File: src/hw/rtl/fhfs_pkg.sv
`timescale 1ns / 1ps

package fhfs_pkg;

    localparam int CFG_W        = 13;
    localparam int CFG_IDX_W    = 1;
    localparam int FRAME_WIDTH_RESET  = 640;
    localparam int FRAME_HEIGHT_RESET = 480;

    localparam int PIX_W        = 8;
    localparam int BIN_IDX_W    = 8;
    localparam int BIN_CNT      = 256;
    localparam int BIN_W        = 25;
    localparam int FOCUS_W      = 33;

    localparam int IN_DATA_W    = 16;
    localparam int OUT_DATA_W   = 64;
    localparam int OUT_BIN_LSB  = 0;
    localparam int OUT_FOCUS_LSB = BIN_W;
    localparam int OUT_DONE_BIT = BIN_W + FOCUS_W;
    localparam int OUT_PAD_W    = OUT_DATA_W - BIN_W - FOCUS_W - 1;

    localparam logic [BIN_W-1:0]   BIN_MAX   = {BIN_W{1'b1}};
    localparam logic [FOCUS_W-1:0] FOCUS_MAX = {FOCUS_W{1'b1}};

    localparam int QUEUE_DEPTH  = 4;
    localparam int QPTR_W       = $clog2(QUEUE_DEPTH);
    localparam int QCNT_W       = $clog2(QUEUE_DEPTH + 1);

    typedef enum logic [CFG_IDX_W-1:0] {
        REG_FRAME_WIDTH  = 1'b0,
        REG_FRAME_HEIGHT = 1'b1
    } t_reg_idx;

    typedef enum logic {
        ACT_PIXEL = 1'b0,
        ACT_READ  = 1'b1
    } t_action;

    // one classified request handed from front to back
    typedef struct packed {
        t_action                action;
        logic [PIX_W-1:0]       pixel;
        logic [BIN_IDX_W-1:0]   bin;
        logic                   frame_start;
        logic                   add_right;
        logic                   add_down;
        logic                   frame_end;
        logic [PIX_W-1:0]       left_px;
        logic [PIX_W-1:0]       above_px;
    } t_work;

endpackage

File: src/hw/rtl/fhfs_queue.sv
`timescale 1ns / 1ps

module fhfs_queue
    import fhfs_pkg::*;
(
    input  logic              i_clk,
    input  logic              i_rst_n,
    input  logic              i_push,
    input  t_work             i_work,
    input  logic              i_pop,
    output logic              o_valid,
    output t_work             o_work,
    output logic [QCNT_W-1:0] o_count
);

    t_work             r_mem [QUEUE_DEPTH];
    logic [QPTR_W-1:0] r_wr_ptr;
    logic [QPTR_W-1:0] r_rd_ptr;
    logic [QCNT_W-1:0] r_count;
    logic              push_ok;
    logic              pop_ok;

    assign push_ok = i_push && (r_count != QCNT_W'(QUEUE_DEPTH));
    assign pop_ok  = i_pop && (r_count != '0);

    always_ff @(posedge i_clk) begin
        if (!i_rst_n) begin
            r_wr_ptr <= '0;
            r_rd_ptr <= '0;
            r_count  <= '0;
        end else begin
            if (push_ok) r_wr_ptr <= r_wr_ptr + 1'b1;
            if (pop_ok)  r_rd_ptr <= r_rd_ptr + 1'b1;
            case ({push_ok, pop_ok})
                2'b10:   r_count <= r_count + 1'b1;
                2'b01:   r_count <= r_count - 1'b1;
                default: r_count <= r_count;
            endcase
        end
    end

    always_ff @(posedge i_clk) begin
        if (push_ok) begin
            r_mem[r_wr_ptr] <= i_work;
        end
    end

    assign o_valid = (r_count != '0);
    assign o_work  = r_mem[r_rd_ptr];
    assign o_count = r_count;

endmodule

File: config.mk
export PLATFORM = sky130hd
export DESIGN_NAME = fhfs_queue
export DESIGN_NICKNAME = d
export VERILOG_FILES = /design/src/hw/rtl/fhfs_pkg.sv /design/src/hw/rtl/fhfs_queue.sv
export SDC_FILE = /design/constraint.sdc
export NUM_CORES = 1
export LEC_CHECK = 0
export BUFFER_PORTS_ARGS = -buffer_cell sky130_fd_sc_hd__buf_2
export CAP_MARGIN = 20
export CORE_ASPECT_RATIO = 1.25
export CORE_UTILIZATION = 61
export CTS_CLUSTER_DIAMETER = 120
export DETAILED_ROUTE_END_ITERATION = 16
export PLACE_DENSITY_LB_ADDON = 0.25
export SLEW_MARGIN = 20
export SYNTH_ARGS = -nofsm -noshare
export SYNTH_HDL_FRONTEND = slang
export SYNTH_SLANG_ARGS = --single-unit
File: constraint.sdc
create_clock -name i_clk -period 4.6 [get_ports i_clk]
set_input_delay 0.92 -clock i_clk [delete_from_list [all_inputs] [get_ports i_clk]]
set_output_delay 0.92 -clock i_clk [all_outputs]
set_load 0.02 [all_outputs]
# Word-level counts from Yosys, hierarchy flattened
# Memories as Yosys holds them, arrays and structs flattened. A register that Yosys moved wholly into a read port is not among the register bits.
# Index checks and enable logic that the tools add are counted.
# Widths: inputs -> output; s select.
[word_totals]
out_inout_bits = 41
memories = 1
ram_bits = 148
in_bits = 41
elab_cells = 20
reg_bits = 7
[memory_table]
columns = ["memory", "depth", "word_bits", "read_ports", "rd_clocked_by_memory_dff", "wr", "line_no", "source"]
rows = [
  ["r_mem", 4, 37, 1, 1, 1, "fhfs_queue.sv:16", "t_work r_mem [QUEUE_DEPTH];"],
]
[classes]
muxes = 5
n_reduce_logical = 4
add_sub_neg = 4
n_eq_ne = 3
[op_table]
columns = ["operator", "n"]
rows = [
  ["$pmux 3 s2", 1],
  ["$add 2x1->2 const B", 2],
  ["$mux 2", 2],
  ["$add 3x1->3 const B", 1],
  ["$ne 3x3->1 const B", 1],
  ["$reduce_bool 3->1", 1],
  ["$sub 3x1->3 const B", 1],
  ["$eq 2x1->1 const B", 1],
  ["$eq 2x2->1 const B", 1],
  ["$logic_and 1x1->1", 2],
  ["$mux 1", 2],
  ["$reduce_bool 2->1", 1],
]

# Logic depth before layout (Yosys ltp)
# Gate-level depths: netlist of the first run.
[depth]
ltp_word = 4
ltp_mapped = 9
ltp_nobuf = 9

# Worst setup path after synthesis of the first run
# Ideal clock, no wire load.
[synth_timing]
path_kind = "in2reg"
from = "input port i_push"
to = "memory r_mem[0][0] in the netlist's numbering, enable pin"
path_slack_ns = 2.077
n_path_buf = 0
t_required_ns = 4.202
path_stages = 3
t_arrival_ns = 2.126
setup_time_ns = 0.398
path_cell_list = "inv_1 -> a31oi_4 -> and2_1"
[synth_via]
elab_chain_cells = 3
[synth_rtl]
columns = ["element", "line_no", "source"]
rows = [
  ["from (decl)", "fhfs_queue.sv:8", "input logic i_push,"],
  ["$logic_and 1x1->1", "fhfs_queue.sv:23", "assign push_ok = i_push && (r_count != QCNT_W'(QUEUE_DEPTH));"],
  ["$mux 1", "fhfs_queue.sv:43", "if (push_ok) begin"],
  ["$mux 1 (not written as such)", "fhfs_queue.sv:44", "r_mem[r_wr_ptr] <= i_work;"],
  ["to (decl)", "fhfs_queue.sv:16", ""],
]
# Every way passes these cells.

==> impl_results.md, run 1 <==
* Worst setup path class: flip-flop to primary output
* Worst-path clk slew at 0.06 ns
* IO Pins at roughly 80
* First-pass GRT wire length at between 10000 and 15000 um
* Met2 usage at between 30% and 40%
* Fillers at 534
* Worst hold-check path type: flip-flop to flip-flop
* Final Hold Viols at 0
* Grt ovf at 0
* Met1 Use GR at 24.3%
* Syn-to-layout area delta at 17.2%
* Cell Area, Synth at between 5000 and 6000 sq um
* Area contributors post-synth: edfxtp_1, mux4_2, mux4_1
* Flop and latch count out of synthesis at between 150 and 200
* Critical path's top delay family: flip-flops
* CP Cell Sequence: buf_4 -> mux4_2 -> buf_2
* Dominant synthesized flop cell: edfxtp_1
* RePlAce Congestion at about 0.7
* Clk sinks at 157
* RSZ-0062 raised after global routing: no
* Largest net degree at the start of global routing at 38
* Net count after synthesis at ~290
* Worst Tran Pin Value at ~1 ns
* Initial DRC Count at roughly 160
* Initial Utilization at a little under two thirds
* WL/cell at around 20 um
* Critical path buffers and inverters at 2
* Fin crit share at between 70% and 80%
* Worst Setup End Kind: primary output
* Clock skew at ~0.0068 ns
* Relative slew slack at 32.4%
* Post-route ant nets at 0
* Diodes inserted at 0
* Post_cts resized at 0
* Yosys top cell area share at between 70% and 80%
* Max VDD drop at ~0.39 mV
* Root Buffer: clkbuf_16
* Grt met3 use at roughly 6.4%
* Period minus WS final at around 3.3 ns
* Drt drc at 0
* Critical Path AT at 2.43 ns
* H-tree levels at 4
* Insertion delay to the later sink of the worst-skew pair at between 0.4 and 0.5 ns
* Fin. max-slew vios at 0
* Max-Cap Viols at 0
* Antenna violations before repair at 0
* Vias in the first global route at 2805
* CTS Buffer Depth at 2
* Mapped Cells at ~240
* Sequential share of the synthesized area at between 70 and 80%
* Cell taking the most area after synthesis: edfxtp_1
* Die area at approximately 10000 sq um
* Asr flop ratio synth at 0%
* Post-Route WL at between 9000 and 10000 um
* Total number of vias at roughly 2700
* Synth cell types at 24
* Final net count at between 300 and 400
* Setup violators final at 0
* Worst hold slack at 0.512 ns
* Share of layout cells above drive strength 1 at approximately two fifths
* Routed via count divided by cell count at roughly 5.6
* Largest stage delay on the critical path at roughly 0.83 ns
* Setup TNS at 0 ns
* Pwr dens at between 500 and 600 nW/um^2
* Static leakage at about 2.4 nW
* Run status: completed
* Worst setup SP type: flip-flop
* CTS tree: built
* Row count at 39
* Synth warn at 0
* Hold Buf Count CTS at 0
* Die Ht at approximately 110 um
* Pre-Repair DR Iteration Count at 4
* I/O Buffers at slightly above 80
* Req. time, crit path at around 3.7 ns
* GR peak layer: met2
* Post-DP HPWL at roughly 5300 um
* Gr usage total at 20.0%
* Max Clock Freq at between 0.2 and 0.3 GHz
* Core footprint at slightly above 9000 sq um
* Num CTS Buffers at 17
* Post-CTS setup buffers at 0
* Critical-path top delay cell: dfxtp_2
* Syn avg cell area at about 24 sq um
* Die Width at 89.9 um
* Number of synthesized flops with an enable pin at 148
* Worst-path fanout max at 23
==> cells by family after synthesis <==
| group | count (synthesis) | share of synthesized area [%] |
|---|---|---|
| buf+inv | 16 | 2.06 |
| fa+ha+maj | 6 | 1.40 |
| compound gates | 6 | 0.957 |
| flops | 157 | 78.6 |
| simple gates | 16 | 1.49 |
| xor+xnor | 4 | 0.595 |
| mux | 39 | 14.9 |
==> synth_stat cells (all sizes together), types with 2 or more instances <==
cell and count:
edfxtp 148, mux4 37, dfxtp 9, and2 7, buf 7, inv 7, ha 5, nand2 5
xnor2 3, clkbuf 2, mux2i 2, nor2b 2, o21ai 2, or3 2
==> area by class of cell <==
cell class	count	area [sq um]	share of cell area, %
Sequential cell	157	4630	67.1
Multi-Input combinational cell	71	1150	16.6
Clock buffer	19	433	6.27
Timing Repair Buffer	82	413	5.98
Tap cell	123	154	2.23
Clock inverter	12	100	1.45
Inverter	7	26.3	0.381
==> worst register-to-register path: cells and delay by family (launching register included) <==
family	cells	cell delay, ns
AO/OA/AOI/OAI	1	0.28
buffers and inverters	1	0.14
flip-flops	1	0.44
AND/OR/NAND/NOR	1	0.88
==> registers in the layout, summed over array words and instances (netlist names), named ones only <==
register / flops
r_mem: 148
o_count: 3
r_rd_ptr: 2
r_wr_ptr: 2
==> final timing paths <==
kind,from,endpoint,slack [ns],depth (start not counted)
min reg2reg,r_wr_ptr[1],r_wr_ptr[1],0.51,2
max,flip-flop,o_work[12],1.25,3
min,r_wr_ptr[1],r_wr_ptr[1],0.51,2
max reg2reg,o_count[0],r_mem[2][4],2.46,3
==> power breakdown <==
| part | total [W] | switching (W) | leakage [nW] | internal [W] |
|---|---|---|---|---|
| Sequential | 0.00185 | 0.000119 | 1.43 | 0.00173 |
| Combinational | 0.000892 | 0.000483 | 0.678 | 0.000410 |
| Clock | 0.00124 | 0.000510 | 0.250 | 0.000734 |
==> per-stage QoR <==
stage | instances | total power (W) | utilization [%] | instance area [sq um] | setup slack, ns
final | 471 | 0.00399 | 74.4 | 6900 | 1.25
after global routing | 471 | 0.00414 | 74.4 | 6900 | 1.09
after CTS | 471 | 0.00402 | 74.4 | 6900 | 1.16
after detailed placement | 440 | 0.00279 | 68.7 | 6370 | 1.62
after global placement | 440 | 0.00278 | 68.7 | 6370 | 1.60
after floorplan | 244 | 0.00256 | - | 5890 | 2.08
==> placed cells by master (no fill, tap or decap), drive strengths merged, types with 2 or more instances in the layout <==
cell type,instances
ha,5
nor2b,2
mux4,37
mux2i,2
or3,2
clkbuf,19
edfxtp,148
clkinv,7
inv,7
clkinvlp,4
nand2,5
o21ai,2
and2,7
dfxtp,9
buf,82
xnor2,3
==> per-layer routing <==
metal | routed length, um | vias up
met2 | 4930 | 81
met5 | 0 | -
met3 | 476 | 10
met1 | 3780 | 1355
li1 | - | 1207
met4 | 102 | 0
No activity file was read; power rests on OpenSTA's default activity.
==> run 2: changes to the inputs <==
- ABC_AREA: not set -> 1
- CORE_UTILIZATION: 61 -> 57
- clock period: 4.6 -> 3.18 ns (I/O delays scaled with it)
==> impl_results.md, run 2 <==
* Run status: completed
* Largest family of logic cells by synthesized area: compound AO/OA/AOI/OAI gates
* Gr usage total at 22.0% (+2.0 points)
* Initial DRC Count at 241 (+53%)
* First-pass GRT wire length at 17500 um (+21%)
* Post-Route WL at 11300 um (+22%)
* RePlAce Congestion at 0.735 (+5.0%)
* Static leakage at 2.57 nW (+9.0%)
* Setup TNS at 0 ns (unchanged)
* Worst-path fanout max at 74 (+220%)
* Req. time, crit path at 2.54 ns (-1.14 ns)
* WHS Path Cells at 1 (-1)
* Asr flop ratio synth at 0% (unchanged)
* Worst setup path class: flip-flop to primary output
* Pwr dens at 852 nW/um^2 (+47%)
* Share of layout cells above drive strength 1 at 24.5% (-17 points)
* Clock skew at 0.00697 ns (+0.000187 ns)
* Post-route ant nets at 0 (unchanged)
* Largest stage delay on the critical path at 0.55 ns (-0.28 ns)
* Sequential share of the synthesized area at 77.5% (-1.0 points)
* Max reg flops at 148 (unchanged)
* Flop and latch count out of synthesis at 157 (unchanged)
* Drt drc at 0 (unchanged)
* Syn-to-layout area delta at 19.3%
* Antenna violations before repair at 0 (unchanged)
* Max VDD drop at 0.651 mV (+68%)
* Fin crit share at around 83%
* Number of synthesized flops with an enable pin at 148 (unchanged)
* Grt ovf at 0 (unchanged)
* Total number of vias at 3680 (+39%)
* H-tree levels at 4 (unchanged)
* Period minus WS final at 2.64 ns
* Net count after synthesis at 473 (+63%)
* Most frequent cells after synthesis: edfxtp_1, nor2_1, o21ai_0
* Worst-path clk slew at 0.06 ns (about the same)
* Critical Path AT at 2.01 ns (-0.42 ns)
* Final net count at 560 (+46%)
* Worst Setup End Kind: primary output
* Largest net degree at the start of global routing at 75 (+97%)
* Flop2flop setup slack at 1.10 ns (-1.36 ns)
* Die Ht at 116 um (+4.1%)
* Cell taking the most area after synthesis: edfxtp_1
* Post-placement setup slack at 0.928 ns (-0.695 ns)
* I/O Buffers at 81 (unchanged)
* Synth warn at 0 (unchanged)
* CTS Buffer Depth at 2 (unchanged)
* Synth cell types at 18 (-25%)
* XOR/XNOR Fraction of Synth Area at 0% (-0.60 points)
* Root Buffer: clkbuf_16
* Relative slew slack at 52.4% (+20 points)
* RSZ-0062 raised after global routing: no
* Worst hold-check path type: primary input to flip-flop
* Fin. max-slew vios at 0 (unchanged)
* Dominant synthesized flop cell: edfxtp_1
* Die Width at 93.5 um (+4.0%)
* Top-count cell post-synth: edfxtp_1
* Pre-Repair DR Iteration Count at 4 (unchanged)
* Most frequent cells in the layout: edfxtp_1, buf_2, nor2_1
* Max-Cap Viols at 0 (unchanged)
* Die area at 10900 sq um (+8.3%)
* Worst setup SP type: flip-flop
* Clk sinks at 157 (unchanged)
* Compound-Gate Fraction of Synth Area at 10.7% (+9.7 points)
* Critical-path top delay cell: buf_4
* IO Pins at 82 (unchanged)
* Max Clock Freq at 0.378 GHz
* Initial Utilization at 58.7% (-4.8 points)
* Area contributors post-synth: edfxtp_1, nor2_1, o21ai_0
* WL/cell at 17.2 um (-13%)
* Largest Register: r_mem
* Post-CTS setup buffers at 0 (unchanged)
* Most common cell after layout, fill and taps aside: edfxtp_1
* Hold Buf Count CTS at 0 (unchanged)
* Setup violators final at 0 (unchanged)
* Worst Tran Pin Value at 0.714 ns (-0.300 ns)
* Cell Area, Synth at 5960 sq um (+1.3%)
* Syn avg cell area at 14.0 sq um (-42%)
* Mux cell area share after synthesis at 0% (-15 points)
* Final Hold Viols at 0 (unchanged)
* Vias in the first global route at 3629 (+29%)
* Core footprint at 10200 sq um (+9.6%)
* CP Cell Sequence: buf_4 -> o21ai_0 -> o22ai_1 -> buf_2
* Critical path's top delay family: buffers and inverters
* Synth Area in Adders at 1.38% (-0.018 points)
* Num CTS Buffers at 17 (unchanged)
* Mapped Cells at 426 (+75%)
* Critical path buffers and inverters at 2 (unchanged)
* Final setup margin at 0.537 ns (-0.715 ns)
* Simple-gate share of the synthesized area at 6.65% (+5.2 points)
* Worst hold slack at 0.443 ns (-0.0693 ns)
* Routed via count divided by cell count at 5.61 (-0.41%)
* Post_cts resized at 0 (unchanged)
* Insertion delay to the later sink of the worst-skew pair at 0.41 ns (about the same)
* CTS tree: built
* Yosys top cell area share at 74.5% (-0.98 points)
* Final core occ at 70.0% (-4.4 points)
* FF-to-FF path depth at 12 (+9)
* Post-DP HPWL at 6390 um (+21%)
* Critical R2R Capture: o_count[2]
* WHS Endpoint: r_mem[3][34]
* Row count at 41 (+5.1%)
* R2r startpoint: o_count[1]
* Hold Crit Start: i_work[34]
## run 2: worst reg2reg max path, stage by stage, from the launching register on
cell	delay [ns]
dfxtp_1	0.34
nor2_1	0.15
nand2_1	0.10
nand2_1	0.36
ha_1	0.25
inv_1	0.06
fa_1	0.39
inv_1	0.07
nand2_1	0.04
nand3_1	0.08
nand2_1	0.06
nand2_1	0.05
nor2_1	0.03
## run 2: report_power, final
group / leakage (nW) / internal, W / switching, W
Clock: 0.300 / 0.00133 / 0.000737
Sequential: 1.43 / 0.00246 / 0.0000611
Combinational: 0.841 / 0.000434 / 0.00103
Total: 2.57 / 0.00423 / 0.00183
## run 2: worst max-delay path by stage
stage,depth (start not counted),slack (ns),from,end
5_1_grt,4,0.41,flip-flop,o_work[13]
2_1_floorplan,4,0.39,o_count[1],r_mem[0][0]
3_3_place_gp,11,0.97,i_push,o_count[2]
3_5_place_dp,11,0.93,i_push,o_count[2]
4_1_cts,4,0.54,flip-flop,o_work[35]
6_report,4,0.54,flip-flop,o_work[35]
## run 2: layout make-up
class / instances / area [sq um]
multi-input cells: 228 / 1150
inverters: 18 / 67.6
flip-flops and latches: 157 / 4630
clock buffers: 22 / 494
diodes: 1 / 2.50
fillers: 665 / 3040
repair buffers: 91 / 480
clock inverters: 10 / 135
well taps: 129 / 161
## run 2: kinds of logic after synthesis
logic type	count (synthesis)
and+or+nand+nor	104
buffers and inverters	41
adders and majority gates	6
DFF	157
AOI/OAI and AO/OA	118
## run 2: through the flow
stage	std cells	instance area (sq um)	power [W]
3_5_place_dp	623	6480	0.00403
4_1_cts	655	7110	0.00608
2_1_floorplan	426	5960	0.00359
6_report	656	7110	0.00606
5_1_grt	655	7110	0.00633
3_3_place_gp	623	6480	0.00399
## run 2: metal layers
metal	global-route usage, %	routed length [um]	vias up
li1	-	-	1742
met1	26.1	4600	1819
met2	38.1	5950	107
met3	6.51	570	12
met4	8.62	155	0
met5	0	0	-
==> run 3: changes to the inputs <==
- ABC_AREA: 1 -> 0
- CORE_UTILIZATION: 57 -> 56
- clock period: 3.18 -> 2.6 ns (I/O delays scaled with it)
==> impl_results.md, run 3 (synthesized netlist as in run 1, its figures left out) <==
* Max reg flops at 148 (unchanged)
* Vias in the first global route at 2710 (-25%)
* Die area at 10900 sq um (+0.45%)
* Final instance area at 7060 sq um (-0.76%)
* Diodes inserted at 0 (-1)
* I/O Buffers at 81 (unchanged)
* Period minus WS final at 2.48 ns
* Insertion delay to the later sink of the worst-skew pair at 0.40 ns (about the same)
* First-pass GRT wire length at 14400 um (-18%)
* Root Buffer: clkbuf_16
* Antenna violations before repair at 0 (unchanged)
* Clk sinks at 157 (unchanged)
* Grt ovf at 0 (unchanged)
* Worst Tran Pin Value at 0.542 ns (-0.172 ns)
* Largest net degree at the start of global routing at 38 (-49%)
* Max Clock Freq at between 0.4 and 0.5 GHz
* Gr usage total at 18.9% (-3.1 points)
* IO Pins at 82 (unchanged)
* Worst-path clk slew at 0.05 ns (about the same)
* Static leakage at 2.44 nW (-5.0%)
* Post-DP HPWL at 5930 um (-7.3%)
* WL/cell at 19.4 um (+13%)
* Worst Setup End Kind: primary output
* Num CTS Buffers at 17 (unchanged)
* Worst hold-check path type: primary input to flip-flop
* Setup violators final at 0 (unchanged)
* H-tree levels at 4 (unchanged)
* Fin. max-slew vios at 0 (unchanged)
* Row count at 41 (unchanged)
* Die Ht at 117 um (+0.22%)
* Share of layout cells above drive strength 1 at 42.9% (+18 points)
* Most common cell after layout, fill and taps aside: edfxtp_1
* Max-Cap Viols at 0 (unchanged)
* CTS Buffer Depth at 2 (unchanged)
* Worst-path fanout max at 10 (-86%)
* Core footprint at 10200 sq um (unchanged)
* Initial DRC Count at 167 (-31%)
* Total power at 0.00718 W (+19%)
* Fin crit share at a little over nine tenths
* CTS tree: built
* Worst setup SP type: flip-flop
* Post-Route WL at 9420 um (-16%)
* Most frequent cells in the layout: edfxtp_1, buf_2, mux4_2
* Worst setup path class: flip-flop to primary output
* Max VDD drop at 0.608 mV (-6.7%)
* Die Width at 93.7 um (+0.22%)
* Final net count at 393 (-30%)
* Total number of vias at 2671 (-27%)
* Initial Utilization at 58.0% (-0.76 points)
* Final Hold Viols at 0 (unchanged)
* Hold Buf Count CTS at 0 (unchanged)
* Syn-to-layout area delta at 19.9%
* Run status: completed
* Post-CTS setup buffers at 0 (unchanged)
* Pre-Repair DR Iteration Count at 4 (unchanged)
* Routed via count divided by cell count at 5.50 (-2.0%)
* Relative slew slack at 63.9% (+11 points)
* Drt drc at 0 (unchanged)
* Critical Path AT at 1.96 ns (-0.05 ns)
* Largest Register: r_mem
* Post_cts resized at 0 (unchanged)
* Dpl cell area at 6520 sq um (+0.66%)
* RePlAce Congestion at 0.668 (-9.2%)
* Req. time, crit path at 2.08 ns (-0.46 ns)
* Setup TNS at 0 ns (unchanged)
* Clock skew at 0.00446 ns (-0.00251 ns)
* Post-route ant nets at 0 (unchanged)
* RSZ-0062 raised after global routing: no
* Pwr dens at 1020 nW/um^2 (+19%)
run 3: cell type report:
class | instances | area, sq um
inverter | 7 | 26.3
timing repair buffer | 92 | 563
fill | 645 | 3100
clock buffer | 19 | 433
sequential | 157 | 4630
clock inverter | 11 | 103
tap | 129 | 161
multi-input combinational | 71 | 1150
run 3: worst paths after layout:
path	from	endpoint	slack, ns	depth (start not counted)
max reg2reg	o_count[0]	o_count[2]	0.56	9
min	i_work[33]	r_mem[2][33]	0.33	1
max	flip-flop	o_work[23]	0.12	3
min reg2reg	r_wr_ptr[1]	r_wr_ptr[1]	0.51	2
run 3: metal layers:
metal  global-route usage (%)  wire length (um)  up-vias
met5                        0                 0        -
met4                     9.44               194        0
met3                     5.34               473       16
met2                     31.3              5010       70
met1                     23.1              3750     1363
li1                         -                 -     1222
run 3: power breakdown:
part           switching [W]  internal (W)
Clock               0.000850       0.00138
Sequential          0.000118       0.00306
Combinational       0.000975      0.000803
run 3: worst max-delay path: stages (launching register included):
cell,delay [ns]
dfxtp_2,0.51
buf_4,0.31
mux4_2,0.55
buf_2,0.18
run 3: metrics by stage:
| stage | worst slack (ns) | utilization (%) | std cells | hold slack, ns |
|---|---|---|---|---|
| after floorplan | 0.345 | - | 244 | 0.468 |
| after global placement | 0.520 | 64.2 | 456 | 0.486 |
| after detailed placement | 0.443 | 64.2 | 456 | 0.497 |
| after CTS | 0.0619 | 69.5 | 486 | 0.313 |
| after global routing | 0.0380 | 69.5 | 486 | 0.316 |
| final | 0.121 | 69.5 | 486 | 0.331 |
